==> src/design/sudsp_pkg.sv <==
`timescale 1ns / 1ps
// ----------------------------------------------------------------------------
// sudsp_pkg
// Shared types and constants for the SMS user data septet packer.
// ----------------------------------------------------------------------------
package sudsp_pkg;

   typedef enum logic [1:0] {
      MODE_OCTET  = 2'd0,
      MODE_SEPTET = 2'd1,
      MODE_WIDE   = 2'd2
   } mode_type;

   localparam mode_type MODE_RESET = MODE_SEPTET;

   localparam logic [7:0] LIMIT_OCTET  = 8'd140;
   localparam logic [7:0] LIMIT_SEPTET = 8'd160;
   localparam logic [7:0] LIMIT_UNITS  = 8'd70;
   localparam logic [6:0] SEPTET_MASK  = 7'h7F;
   localparam logic [2:0] SEPTET_BITS  = 3'd7;

   localparam int RESULT_DEPTH_DEFAULT = 4;

   typedef struct packed {
      logic [7:0] packed_byte;
      logic       run_last;
      logic       msg_end;
      logic       too_long;
   } rsp_item_type;

   typedef struct packed {
      logic [1:0]   count;
      rsp_item_type first;
      rsp_item_type second;
   } push_type;

endpackage

==> src/design/sudsp_encoder.sv <==
`timescale 1ns / 1ps
// ----------------------------------------------------------------------------
// sudsp_encoder
// Message state and encoding logic; yields up to two result transactions per
// accepted input transaction.
// ----------------------------------------------------------------------------
module sudsp_encoder
   import sudsp_pkg::*;
(
   input  logic       clock,
   input  logic       reset,
   input  logic       csr_wr_en,
   input  logic [1:0] csr_wr_data,
   input  logic       accept,
   input  logic [7:0] src_byte,
   input  logic       msg_last,
   output push_type   push
);

   mode_type   mode_ff;
   logic [6:0] bit_store_ff, bit_store_in;
   logic [2:0] bits_held_ff, bits_held_in;
   logic [7:0] unit_count_ff, unit_count_in;
   logic       discarding_ff, discarding_in;
   logic [7:0] pair_byte_ff, pair_byte_in;
   logic       pair_held_ff, pair_held_in;

   always_ff @(posedge clock) begin
      if (reset) begin
         mode_ff       <= MODE_RESET;
         bit_store_ff  <= '0;
         bits_held_ff  <= '0;
         unit_count_ff <= '0;
         discarding_ff <= 1'b0;
         pair_byte_ff  <= '0;
         pair_held_ff  <= 1'b0;
      end else begin
         if (csr_wr_en) begin
            mode_ff <= mode_type'(csr_wr_data);
         end
         bit_store_ff  <= bit_store_in;
         bits_held_ff  <= bits_held_in;
         unit_count_ff <= unit_count_in;
         discarding_ff <= discarding_in;
         pair_byte_ff  <= pair_byte_in;
         pair_held_ff  <= pair_held_in;
      end
   end

   rsp_item_type error_item;
   assign error_item = '{packed_byte: 8'd0, run_last: 1'b1, msg_end: 1'b1, too_long: 1'b1};

   always_comb begin
      logic [13:0] acc;
      logic [2:0]  rem;
      logic [13:0] shifted;
      logic [6:0]  store_new;
      logic [2:0]  held_new;
      logic [14:0] flush_shift;
      logic [7:0]  first_byte;
      logic        have_first;
      logic        error;

      acc         = {bit_store_ff, src_byte[6:0] & SEPTET_MASK};
      rem         = bits_held_ff - 3'd1;
      shifted     = acc >> rem;
      have_first  = (bits_held_ff != 3'd0);
      if (have_first) begin
         store_new = acc[6:0] & (SEPTET_MASK >> (SEPTET_BITS - rem));
         held_new  = rem;
      end else begin
         store_new = src_byte[6:0];
         held_new  = SEPTET_BITS;
      end
      first_byte  = shifted[7:0];
      flush_shift = {8'd0, store_new} << (4'd8 - {1'b0, held_new});
      error       = 1'b0;

      bit_store_in  = bit_store_ff;
      bits_held_in  = bits_held_ff;
      unit_count_in = unit_count_ff;
      discarding_in = discarding_ff;
      pair_byte_in  = pair_byte_ff;
      pair_held_in  = pair_held_ff;
      push          = '0;

      if (accept) begin
         if (discarding_ff) begin
            if (msg_last) begin
               discarding_in = 1'b0;
            end
         end else begin
            unique case (mode_ff)
               MODE_OCTET: begin
                  if (unit_count_ff >= LIMIT_OCTET) begin
                     error = 1'b1;
                  end else begin
                     unit_count_in = unit_count_ff + 8'd1;
                     push.count    = 2'd1;
                     push.first    = '{packed_byte: src_byte, run_last: 1'b1,
                                       msg_end: msg_last, too_long: 1'b0};
                  end
               end
               MODE_SEPTET: begin
                  if (unit_count_ff >= LIMIT_SEPTET) begin
                     error = 1'b1;
                  end else begin
                     unit_count_in = unit_count_ff + 8'd1;
                     bit_store_in  = store_new;
                     bits_held_in  = held_new;
                     if (have_first) begin
                        push.count = 2'd1;
                        push.first = '{packed_byte: first_byte,
                                       run_last: !(msg_last && rem != 3'd0),
                                       msg_end: msg_last && rem == 3'd0,
                                       too_long: 1'b0};
                        if (msg_last && rem != 3'd0) begin
                           push.count  = 2'd2;
                           push.second = '{packed_byte: flush_shift[7:0], run_last: 1'b1,
                                           msg_end: 1'b1, too_long: 1'b0};
                        end
                     end else if (msg_last) begin
                        push.count = 2'd1;
                        push.first = '{packed_byte: flush_shift[7:0], run_last: 1'b1,
                                       msg_end: 1'b1, too_long: 1'b0};
                     end
                  end
               end
               MODE_WIDE: begin
                  if (!pair_held_ff) begin
                     if (!msg_last) begin
                        pair_byte_in = src_byte;
                        pair_held_in = 1'b1;
                     end
                  end else if (unit_count_ff >= LIMIT_UNITS) begin
                     error = 1'b1;
                  end else begin
                     unit_count_in = unit_count_ff + 8'd1;
                     pair_byte_in  = '0;
                     pair_held_in  = 1'b0;
                     push.count    = 2'd2;
                     push.first    = '{packed_byte: pair_byte_ff, run_last: 1'b0,
                                       msg_end: 1'b0, too_long: 1'b0};
                     push.second   = '{packed_byte: src_byte, run_last: 1'b1,
                                       msg_end: msg_last, too_long: 1'b0};
                  end
               end
               default: begin
                  error = 1'b1;
               end
            endcase
            if (error) begin
               push.count    = 2'd1;
               push.first    = error_item;
               push.second   = '0;
               discarding_in = !msg_last;
            end
         end
         if (msg_last || error) begin
            bit_store_in  = '0;
            bits_held_in  = '0;
            unit_count_in = '0;
            pair_byte_in  = '0;
            pair_held_in  = 1'b0;
         end
      end
   end

endmodule

==> src/design/sudsp_result_fifo.sv <==
`timescale 1ns / 1ps
// ----------------------------------------------------------------------------
// sudsp_result_fifo
// Result queue: takes up to two results per cycle, gives one unless stalled.
// ----------------------------------------------------------------------------
module sudsp_result_fifo
   import sudsp_pkg::*;
#(
   parameter int DEPTH = RESULT_DEPTH_DEFAULT
) (
   input  logic       clock,
   input  logic       reset,
   input  push_type   push,
   output logic       space_ok,
   output logic       rsp_valid,
   input  logic       rsp_stall,
   output logic [7:0] rsp_packed_byte,
   output logic       rsp_run_last,
   output logic       rsp_msg_end,
   output logic       rsp_too_long
);

   localparam int PTR_W = $clog2(DEPTH);
   localparam int CNT_W = $clog2(DEPTH + 1);

   rsp_item_type entry_ff [DEPTH];
   logic [PTR_W-1:0] wr_ptr_ff, wr_ptr_in;
   logic [PTR_W-1:0] rd_ptr_ff, rd_ptr_in;
   logic [CNT_W-1:0] count_ff, count_in;
   logic [PTR_W-1:0] wr_next;
   logic             pop;

   function automatic logic [PTR_W-1:0] ptr_inc(input logic [PTR_W-1:0] ptr);
      logic [PTR_W-1:0] result;
      if (ptr == PTR_W'(DEPTH - 1)) begin
         result = '0;
      end else begin
         result = ptr + PTR_W'(1);
      end
      return result;
   endfunction

   assign wr_next   = ptr_inc(wr_ptr_ff);
   assign rsp_valid = (count_ff != '0);
   assign pop       = rsp_valid && !rsp_stall;
   assign space_ok  = (count_ff <= CNT_W'(DEPTH - 2));

   assign rsp_packed_byte = entry_ff[rd_ptr_ff].packed_byte;
   assign rsp_run_last    = entry_ff[rd_ptr_ff].run_last;
   assign rsp_msg_end     = entry_ff[rd_ptr_ff].msg_end;
   assign rsp_too_long    = entry_ff[rd_ptr_ff].too_long;

   always_comb begin
      unique case (push.count)
         2'd1:    wr_ptr_in = wr_next;
         2'd2:    wr_ptr_in = ptr_inc(wr_next);
         default: wr_ptr_in = wr_ptr_ff;
      endcase
      rd_ptr_in = pop ? ptr_inc(rd_ptr_ff) : rd_ptr_ff;
      count_in  = count_ff + CNT_W'(push.count) - CNT_W'(pop);
   end

   always_ff @(posedge clock) begin
      if (reset) begin
         wr_ptr_ff <= '0;
         rd_ptr_ff <= '0;
         count_ff  <= '0;
      end else begin
         wr_ptr_ff <= wr_ptr_in;
         rd_ptr_ff <= rd_ptr_in;
         count_ff  <= count_in;
      end
   end

   always_ff @(posedge clock) begin
      if (push.count != 2'd0) begin
         entry_ff[wr_ptr_ff] <= push.first;
      end
      if (push.count == 2'd2) begin
         entry_ff[wr_next] <= push.second;
      end
   end

endmodule

==> src/design/sms_user_data_septet_packer.sv <==
`timescale 1ns / 1ps
// ----------------------------------------------------------------------------
// sms_user_data_septet_packer
// SMS user data encoder: octet pass-through, seven-bit packing or sixteen-bit
// pass-through, with message length limits and discard of over-long messages.
//
//   channel  direction  handshake           payload
//   req_     in         req_valid/req_stall src_byte, msg_last
//   rsp_     out        rsp_valid/rsp_stall packed_byte, run_last, msg_end,
//                                           too_long
//   csr_     in         csr_wr_en           csr_wr_data (encoding mode)
//
// One request transaction per cycle while req_stall is low; its results
// enter the result queue at the same edge and leave one per cycle while
// rsp_stall is low, so the single response port sets the sustained rate.
// Requests stall while the queue lacks room for two results.
// Reset is synchronous; mode returns to seven-bit packing.
// ----------------------------------------------------------------------------
module sms_user_data_septet_packer
   import sudsp_pkg::*;
#(
   parameter int RESULT_DEPTH = RESULT_DEPTH_DEFAULT
) (
   input  logic       clock,
   input  logic       reset,
   input  logic       csr_wr_en,
   input  logic [1:0] csr_wr_data,
   input  logic       req_valid,
   output logic       req_stall,
   input  logic [7:0] req_src_byte,
   input  logic       req_msg_last,
   output logic       rsp_valid,
   input  logic       rsp_stall,
   output logic [7:0] rsp_packed_byte,
   output logic       rsp_run_last,
   output logic       rsp_msg_end,
   output logic       rsp_too_long
);

   push_type push;
   logic     space_ok;
   logic     accept;

   assign req_stall = !space_ok;
   assign accept    = req_valid && space_ok;

   sudsp_encoder u_encoder (
      .clock       (clock),
      .reset       (reset),
      .csr_wr_en   (csr_wr_en),
      .csr_wr_data (csr_wr_data),
      .accept      (accept),
      .src_byte    (req_src_byte),
      .msg_last    (req_msg_last),
      .push        (push)
   );

   sudsp_result_fifo #(
      .DEPTH (RESULT_DEPTH)
   ) u_result_fifo (
      .clock           (clock),
      .reset           (reset),
      .push            (push),
      .space_ok        (space_ok),
      .rsp_valid       (rsp_valid),
      .rsp_stall       (rsp_stall),
      .rsp_packed_byte (rsp_packed_byte),
      .rsp_run_last    (rsp_run_last),
      .rsp_msg_end     (rsp_msg_end),
      .rsp_too_long    (rsp_too_long)
   );

endmodule
==> config.mk <==
export PLATFORM = sky130hd
export DESIGN_NAME = sms_user_data_septet_packer
export DESIGN_NICKNAME = d
export VERILOG_FILES = /design/src/design/sudsp_pkg.sv /design/src/design/sudsp_encoder.sv /design/src/design/sudsp_result_fifo.sv /design/src/design/sms_user_data_septet_packer.sv
export SDC_FILE = /design/constraint.sdc
export NUM_CORES = 1
export LEC_CHECK = 0
export ABC_AREA = 1
export BUFFER_PORTS_ARGS = -buffer_cell sky130_fd_sc_hd__buf_2
export CORE_MARGIN = 3
export CORE_UTILIZATION = 49
export CTS_CLUSTER_DIAMETER = 50
export CTS_CLUSTER_SIZE = 14
export DETAILED_ROUTE_END_ITERATION = 8
export PLACE_DENSITY = 0.66
export SLEW_MARGIN = 10
export SYNTH_ARGS = -nofsm -noshare
export SYNTH_HDL_FRONTEND = slang
export SYNTH_SLANG_ARGS = --single-unit
==> constraint.sdc <==
create_clock -name clock -period 4.5 [get_ports clock]
set_clock_uncertainty 0.05 [all_clocks]
set_input_delay 0.9 -clock clock [delete_from_list [all_inputs] [get_ports clock]]
set_output_delay 0.9 -clock clock [all_outputs]
set_load 0.01 [all_outputs]
* After elaboration in Yosys (flattened, before gate mapping)
Memory sizes are Yosys's and may differ from the RTL's. A register that Yosys moved wholly into a read port is not among the register bits. Index checks and enable logic that the tools add are counted.
Storage, ports and cells: RAM bits 44, logic and storage cells 129, output and inout port bits 13, memories kept 1, input bits 16, register bits 37
Operators by class: add/subtract/negate cells 9, shift-type cells 3, bitwise logic cells 1, reduce and logical (&&, ||, !) cells 23, muxes and demuxes 63, $lt $le $gt $ge 4, eq/ne operators 15
Memory list:
- u_result_fifo.entry_ff | depth 4, width 11, rd ports 1, clocked after Yosys merged registers in 1, write ports 2, RTL line sudsp_result_fifo.sv:26 | rsp_item_type entry_ff [DEPTH];
Operators by type and width (number):
- 24-bit 2-to-1 mux | 6
- 8-bit 2-to-1 mux | 12
- 13-bit case mux with 3 select lines | 1
- 7-bit 2-to-1 mux | 5
- 12-bit 2-to-1 mux | 2
- 8-bit case mux with 3 select lines | 1
- 11-bit 2-to-1 mux | 2
- 11-bit case mux with 2 select lines | 1
- 1-bit 2-to-1 mux | 19
- 8-bit greater-or-equal comparator (second input constant) | 2
- 3-bit 2-to-1 mux | 5
- 14-bit by 3-bit >> shifter with 8-bit output | 1
- 13-bit 2-to-1 mux | 1
- 2-bit 2-to-1 mux | 6
- 3-bit inequality test (second input constant) | 4
- 2-bit == test (second input constant) | 5
- 3-bit nonzero test | 3
- 8-bit by 1-bit adder with 8-bit output (second input constant) | 1
- 8-bit by 7-bit greater-or-equal comparator with 1-bit output (second input constant) | 1
- 2-bit nonzero test | 4
- 7-bit by 4-bit << shifter with 8-bit output | 1
- 7-bit AND | 1
- 7-bit AND reduction | 1
- 7-bit by 3-bit >> shifter with 7-bit output (first input constant) | 1
- 21 further kinds | 32

* Depth between registers and ports, before layout
Gate-level depths: netlist of the first run.
depth after elaboration 16, depth in mapped cells 19, gate-level depth less buffers 18

* Cells and area by module
A second synthesis of the first run with hierarchy kept.
Unflattened totals: cells, all modules 768, area, all modules 5552.8 um^2
By module, submodules not included:
- sudsp_result_fifo | cells each 293, times used 1, area an instance 2782.7 um^2, sequential area each 1501.4 um^2
- sudsp_encoder | cells each 472, times used 1, area an instance 2758.9 um^2, sequential area each 600.6 um^2
- sms_user_data_septet_packer | cells each 3, times used 1, area an instance 11.3 um^2, sequential area each 0.0 um^2

* Worst setup path before layout of the first run
OpenSTA, ideal clock, no wires.
path type register to register, start reg u_encoder.bits_held_ff[0], end mem u_result_fifo.entry_ff[3][2] (netlist name), data pin, arrival time 2.996 ns, clock period less this slack 3.199 ns, library setup time 0.153 ns, required time 4.297 ns, cell stages (with the launch flop) 18, buffers on the path 1, path slack 1.301 ns, cell sequence dfxtp_1 inv_2 buf_2 ha_1 nand2_4 inv_2 a21oi_2 inv_1 o21ai_0 nor2_1 nor2_1 inv_2 ha_1 nand2_1 clkinv_1 nor2_1 inv_1 o22ai_1
RTL lines:
- start: declaration | RTL line sudsp_encoder.sv:22 | logic [2:0] bits_held_ff, bits_held_in;
- start signal: assignment | RTL line sudsp_encoder.sv:42 | bits_held_ff <= bits_held_in;
- end: declaration | RTL line sudsp_result_fifo.sv:26

==> results.toml, run 1 <==
[run_status]
status = "finished clean"

[floorplan]
fp.dieArea_sq_um = 12680
io_pins = 29
num_rows = 38
core_sq_um = 10980
chipWidth_microns = 112.6
die-height_microns = 112.6
floorplan.initialDensity_pct = 50.68

[clock_tree]
cts-resized-gates = 0
post_cts_buffers = 0
cts_tree = "yes"
cts_made_buffers = 9
insertion_delay_ns = 0.34
cts_buffer_depth = 2
clk_pin_slew_ns = 0.07
cts_hold_buf = 0
cts.sinks = 83
cts-htree-levels = 3
cts_root_buffer = "clkbuf_16"

[logic_synthesis]
synth_area_sq_um = 5567
ys_warn_count = 0
postSynth.asyncResetShare_pct = 0
ys_seq_area_share_pct = 37.04
synth_cell_types = 41
ys_ff_latch = 83
synth_top_area_share_pct = 21.58
syn_nets = 818
synthCells = 777
synth.most_common_cell = "nand2_1"
synth_common_cells = "171 x nand2_1, 121 x nand3_1, 70 x nor2_1"
synth_edf_count = 40
synth_area_leaders = "edfxtp_1 22%, dfxtp_1 15%, nand2_1 12%"
synth_area_per_cell_sq_um = 7.164
ys.flop_type = "dfxtp_1"
synth_top_cell_by_area = "edfxtp_1"

[detailed_routing]
wl_per_cell_microns = 16.09
wl_mm = 15.06
drc_errors = 0
final_antenna_net_count = 0
drt_iter0_markers = 400
vias_per_cell = 5.669
dr.pass1.iters = 5
dr_total_vias = 5306

[sta]
final.setup.worst_slack_ns = 0.7189
slew_violations = 0
tightest_slew_ns = 0.6841
rsz0062_at_grt = "no"
fin_crit_ns = 3.781
hold_viol = 0
fin_setup_tns_ns = 0
holdWs_ns = 0.4331
max_slew_margin_pct = 54.33
period_share_pct = 84.03
fmax_ghz = 0.2645
setup_viol = 0

[setup_path]
crit_required_ns = 4.62
crit_fanout = 13
path_class = "reg2reg"
arrival_ns = 3.90
cp-end-kind = "register"
startpoint_type = "register"

[grt]
grt_pass1_wl_mm = 24.44
antenna_found_initial = 0
grt_start_max_net_pins = 33
grt_overflow = 0
grt_pass1_vias = 4957
grt_usage_pct = 23.88

[placement]
dp_slack_ns = 0.6520
gp_congestion = 0.9472
portBuffers = 28
hpwlAfterDp_mm = 11.52
dpl-instance-area_sq_um = 5733

[pwr]
p_leak_nw = 2.508
pwr_density_cell_nw_per_um2 = 445.2
ir_worst_vdd_v = 0.0002114

[cells_and_area]
fin_nets = 832
n_fill_cell = 1072
diodes = 0
drive_above_1_share_pct = 10.18
area_delta_synth_final_pct = 8.564
fin_area_sq_um = 6043

[job]
max-cap-violations = 0

[hold_path]
min_path_type = "reg2reg"
==> power by group <==
group / switching (mW) / leakage, nW / internal (mW)
Combinational: 0.666 / 1.65 / 0.287
Sequential: 0.0713 / 0.703 / 0.878
Clock: 0.302 / 0.152 / 0.486
Total: 1.04 / 2.51 / 1.65
==> layer usage <==
metal	wire length, microns	vias to the layer above	track usage [%]
li1	-	2659	-
met1	6767	2470	31.44
met2	7294	153	40.17
met5	0	-	0
met4	282	0	8.333
met3	713	24	3.396
==> cell usage in the layout, fill, tap and decap left out, types with 2 or more instances in the layout <==
cell,n
nand2_1,171
nand3_1,121
nor2_1,70
inv_1,67
o21ai_0,53
a21oi_1,48
dfxtp_1,43
edfxtp_1,40
buf_2,28
ha_1,24
o22ai_1,20
o21ai_1,15
nand2_2,9
inv_2,9
clkbuf_16,9
xor2_1,7
a22oi_1,6
clkinv_1,6
o21ai_2,5
nand4_1,5
nor2_2,5
nor3_1,4
nand3_2,3
nand2_4,3
nor2_4,2
mux2i_1,2
a211oi_1,2
o211ai_1,2
bufinv_16,2
clkbuf_1,2
==> area by class of cell <==
| type | instances | area [sq um] | area share [%] |
|---|---|---|---|
| multi-input combinational | 587 | 3044 | 50.37 |
| sequential | 83 | 2062 | 34.12 |
| inverter | 81 | 304.0 | 5.031 |
| timing repair buffer | 29 | 147.6 | 2.443 |
| clock buffer | 11 | 232.7 | 3.851 |
| tap | 140 | 175.2 | 2.899 |
| clock inverter | 5 | 77.57 | 1.284 |
==> cell families after synthesis <==
kind of cell,Yosys count,share of synthesized area [%]
buffers and inverters,107,8.271
multiplexers,2,0.3596
adder cells (fa/ha/maj),25,5.754
AND/OR/NAND/NOR,396,31.51
AO/OA/AOI/OAI,156,15.80
XOR/XNOR,8,1.259
flip-flops,83,37.04
==> flip-flops by register name, summed over array words and instances (netlist names), 3 cells and up, named ones only <==
register,count
u_result_fifo.entry_ff,44
u_encoder.pair_byte_ff,8
u_encoder.unit_count_ff,8
u_encoder.bit_store_ff,7
u_encoder.bits_held_ff,3
u_result_fifo.count_ff,3
==> stage by stage <==
stage	std cells	utilization (%)	power (mW)
after floorplan	777	-	1.652
after global placement	920	52.20	1.897
after detailed placement	920	52.20	1.910
after CTS	936	55.02	2.695
after global routing	936	55.02	2.866
final	936	55.02	2.690
==> worst max-delay path: stages, from the launching register on <==
cell,delay [ns]
dfxtp_1,0.34
inv_2,0.11
ha_1,0.27
nand2_4,0.16
inv_2,0.12
a21oi_2,0.24
inv_1,0.13
o21ai_0,0.22
nor2_1,0.06
nor2_1,0.16
inv_2,0.11
ha_1,0.27
nand2_1,0.21
clkinv_1,0.25
nor2_1,0.54
inv_1,0.18
o22ai_1,0.20
==> final timing paths <==
path                             start                           end  slack (ns)  cells after the start
min reg2reg  u_encoder.bit_store_ff[1]     u_encoder.bit_store_ff[1]        0.43                      2
max reg2reg  u_encoder.bits_held_ff[0]  u_result_fifo.entry_ff[2][1]        0.72                     16
min          u_encoder.bit_store_ff[1]     u_encoder.bit_store_ff[1]        0.43                      2
max          u_encoder.bits_held_ff[0]  u_result_fifo.entry_ff[2][1]        0.72                     16
Power figures use the tool's default switching activity.
==> run 2: changes to the inputs <==
Clock period 4.5 ns to 3.5 ns, I/O delays scaled along.
==> run 2 against run 1 <==
Compared with the run above:
- first-iteration DRC count is 20% higher
- critical path type unchanged
- sequential cell count unchanged
- global-route usage fell by 0.17 points
- largest cell class unchanged
- critical endpoint is now u_result_fifo.entry_ff[0][1]
- sequential power is 26% higher
- core utilization rose by 0.67 points
==> results.toml, run 2 (synthesis results as in run 1) <==
[cells_and_area]
final_common_cell = "nand2_1"
largest_reg_flops = 44
postLayoutCoreUtil_pct = 55.70
fin_nets = 841
top_regs = "u_result_fifo.entry_ff x44, u_encoder.pair_byte_ff x8, u_encoder.unit_count_ff x8"
area_delta_synth_final_pct = 9.890
layout_common_cells = "171 x nand2_1, 121 x nand3_1, 70 x nor2_1"
diodes = 0
n_fill_cell = 1049
multi_input_area_sq_um = 3047
seqCellArea_sq_um = 2062
largest-register = "u_result_fifo.entry_ff"
drive_above_1_share_pct = 12.05

[hold_path]
min_path_type = "reg2reg"
hold_path_depth = 2

[setup_path]
cp_top_family = "buffers and inverters"
path_class = "reg2reg"
crit_slowest_cell = "dfxtp_1"
rr_worst_depth = 17
startpoint_type = "register"
critPathBufInv = 6
cp_cell_sequence = "inv_2, ha_1, nand2_4, inv_2, a21oi_1, and2_1, o21ai_0, nor2_1, nor2_1, inv_2, ha_2, nand2_1, clkinv_1, nor2_1, buf_4, inv_1, o22ai_1"
cpPeakStageDelay_ns = 0.32
arrival_ns = 3.25
cp-end-kind = "register"
crit_fanout = 13
crit_required_ns = 3.63
cp.depth = 17

[job]
max-cap-violations = 0

[detailed_routing]
vias_per_cell = 5.731
wl_mm = 14.91
drc_errors = 0
drt_iter0_markers = 480
wl_per_cell_microns = 15.78
final_antenna_net_count = 0
dr_total_vias = 5416
dr.pass1.iters = 6

[grt]
grt_pass1_wl_mm = 24.63
antenna_found_initial = 0
grt_start_max_net_pins = 33
grt_usage_pct = 23.72
grt_overflow = 0
grt_pass1_vias = 5061

[clock_tree]
cts_hold_buf = 0
cts_buffer_depth = 2
insertion_delay_ns = 0.34
cts_tree = "yes"
cts.sinks = 83
cts_made_buffers = 9
cts_root_buffer = "clkbuf_16"
cts-htree-levels = 3
clk_pin_slew_ns = 0.07

[sta]
setup_viol = 0
max_slew_margin_pct = 58.52
tightest_slew_ns = 0.6207
fin_crit_ns = 3.118
fin_setup_tns_ns = 0
final.setup.worst_slack_ns = 0.3820
fmax_ghz = 0.3207
rsz0062_at_grt = "no"
period_share_pct = 89.09
slew_violations = 0
hold_viol = 0

[placement]
hpwlAfterDp_mm = 11.29
portBuffers = 28
gp_congestion = 0.9533
dp_slack_ns = 0.2352

[floorplan]
die-height_microns = 112.6
fp.dieArea_sq_um = 12680
num_rows = 38
core_sq_um = 10980
chipWidth_microns = 112.6
floorplan.initialDensity_pct = 50.68
io_pins = 29

[pwr]
pwr_density_cell_nw_per_um2 = 563.1
p_leak_nw = 2.569
ir_worst_vdd_v = 0.0003122

[run_status]
status = "finished clean"
[run 2: cell count changes in the layout (fill, tap and decap cells not counted), sizes merged]
cell,change
buf,+9
inv,+4
clkinv,-3
bufinv,-2
clkinvlp,+1
[run 2: area by class of cell]
type	count	area share (%)
clock buffers	11	4.500
clock inverters	5	0.6341
inverters	81	4.970
multi-input cells	587	49.81
flip-flops and latches	83	33.71
well taps	140	2.864
repair buffers	38	3.518
[run 2: final timing paths]
path,start,endpoint,slack [ns]
min reg2reg,u_encoder.bit_store_ff[1],u_encoder.bit_store_ff[1],0.43
max,u_encoder.bits_held_ff[0],u_result_fifo.entry_ff[0][1],0.38
min,u_encoder.bit_store_ff[1],u_encoder.bit_store_ff[1],0.43
max reg2reg,u_encoder.bits_held_ff[0],u_result_fifo.entry_ff[0][1],0.38
[run 2: power breakdown]
group / internal [mW] / switching (mW) / total, mW / leakage [nW]
Combinational: 0.391 / 0.877 / 1.27 / 1.71
Clock: 0.572 / 0.405 / 0.977 / 0.153
Sequential: 1.13 / 0.0710 / 1.20 / 0.703
Total: 2.09 / 1.35 / 3.44 / 2.57
[run 2: tightest hold or removal path, cell delays in order, from the launching register on]
cell     delay, ns
dfxtp_1       0.31
nand3_1       0.07
a21oi_1       0.05
[run 2: per-layer routing]
layer / share of wire [%] / track usage, % / vias to the layer above
met1: 44 / 31.41 / 2498
met2: 47 / 39.18 / 203
met4: 3.1 / 10.58 / 0
met3: 5.9 / 2.534 / 40
met5: 0 / 0 / -
li1: - / - / 2675
[run 2: timing repair]
action	4_1_cts	5_1_grt
resized for setup	0	4
endpoints found under the setup margin	0	20
buffers inserted	0	0
[run 2: stage by stage]
stage	hold slack [ns]	cells	power (mW)	area, sq um
6_report	0.4305	945	3.445	6117
5_1_grt	0.4473	945	3.677	6117
4_1_cts	0.4332	945	3.451	6115
3_5_place_dp	0.4246	929	2.472	5801
3_3_place_gp	0.4198	929	2.456	5801
2_1_floorplan	0.3978	777	2.124	5567
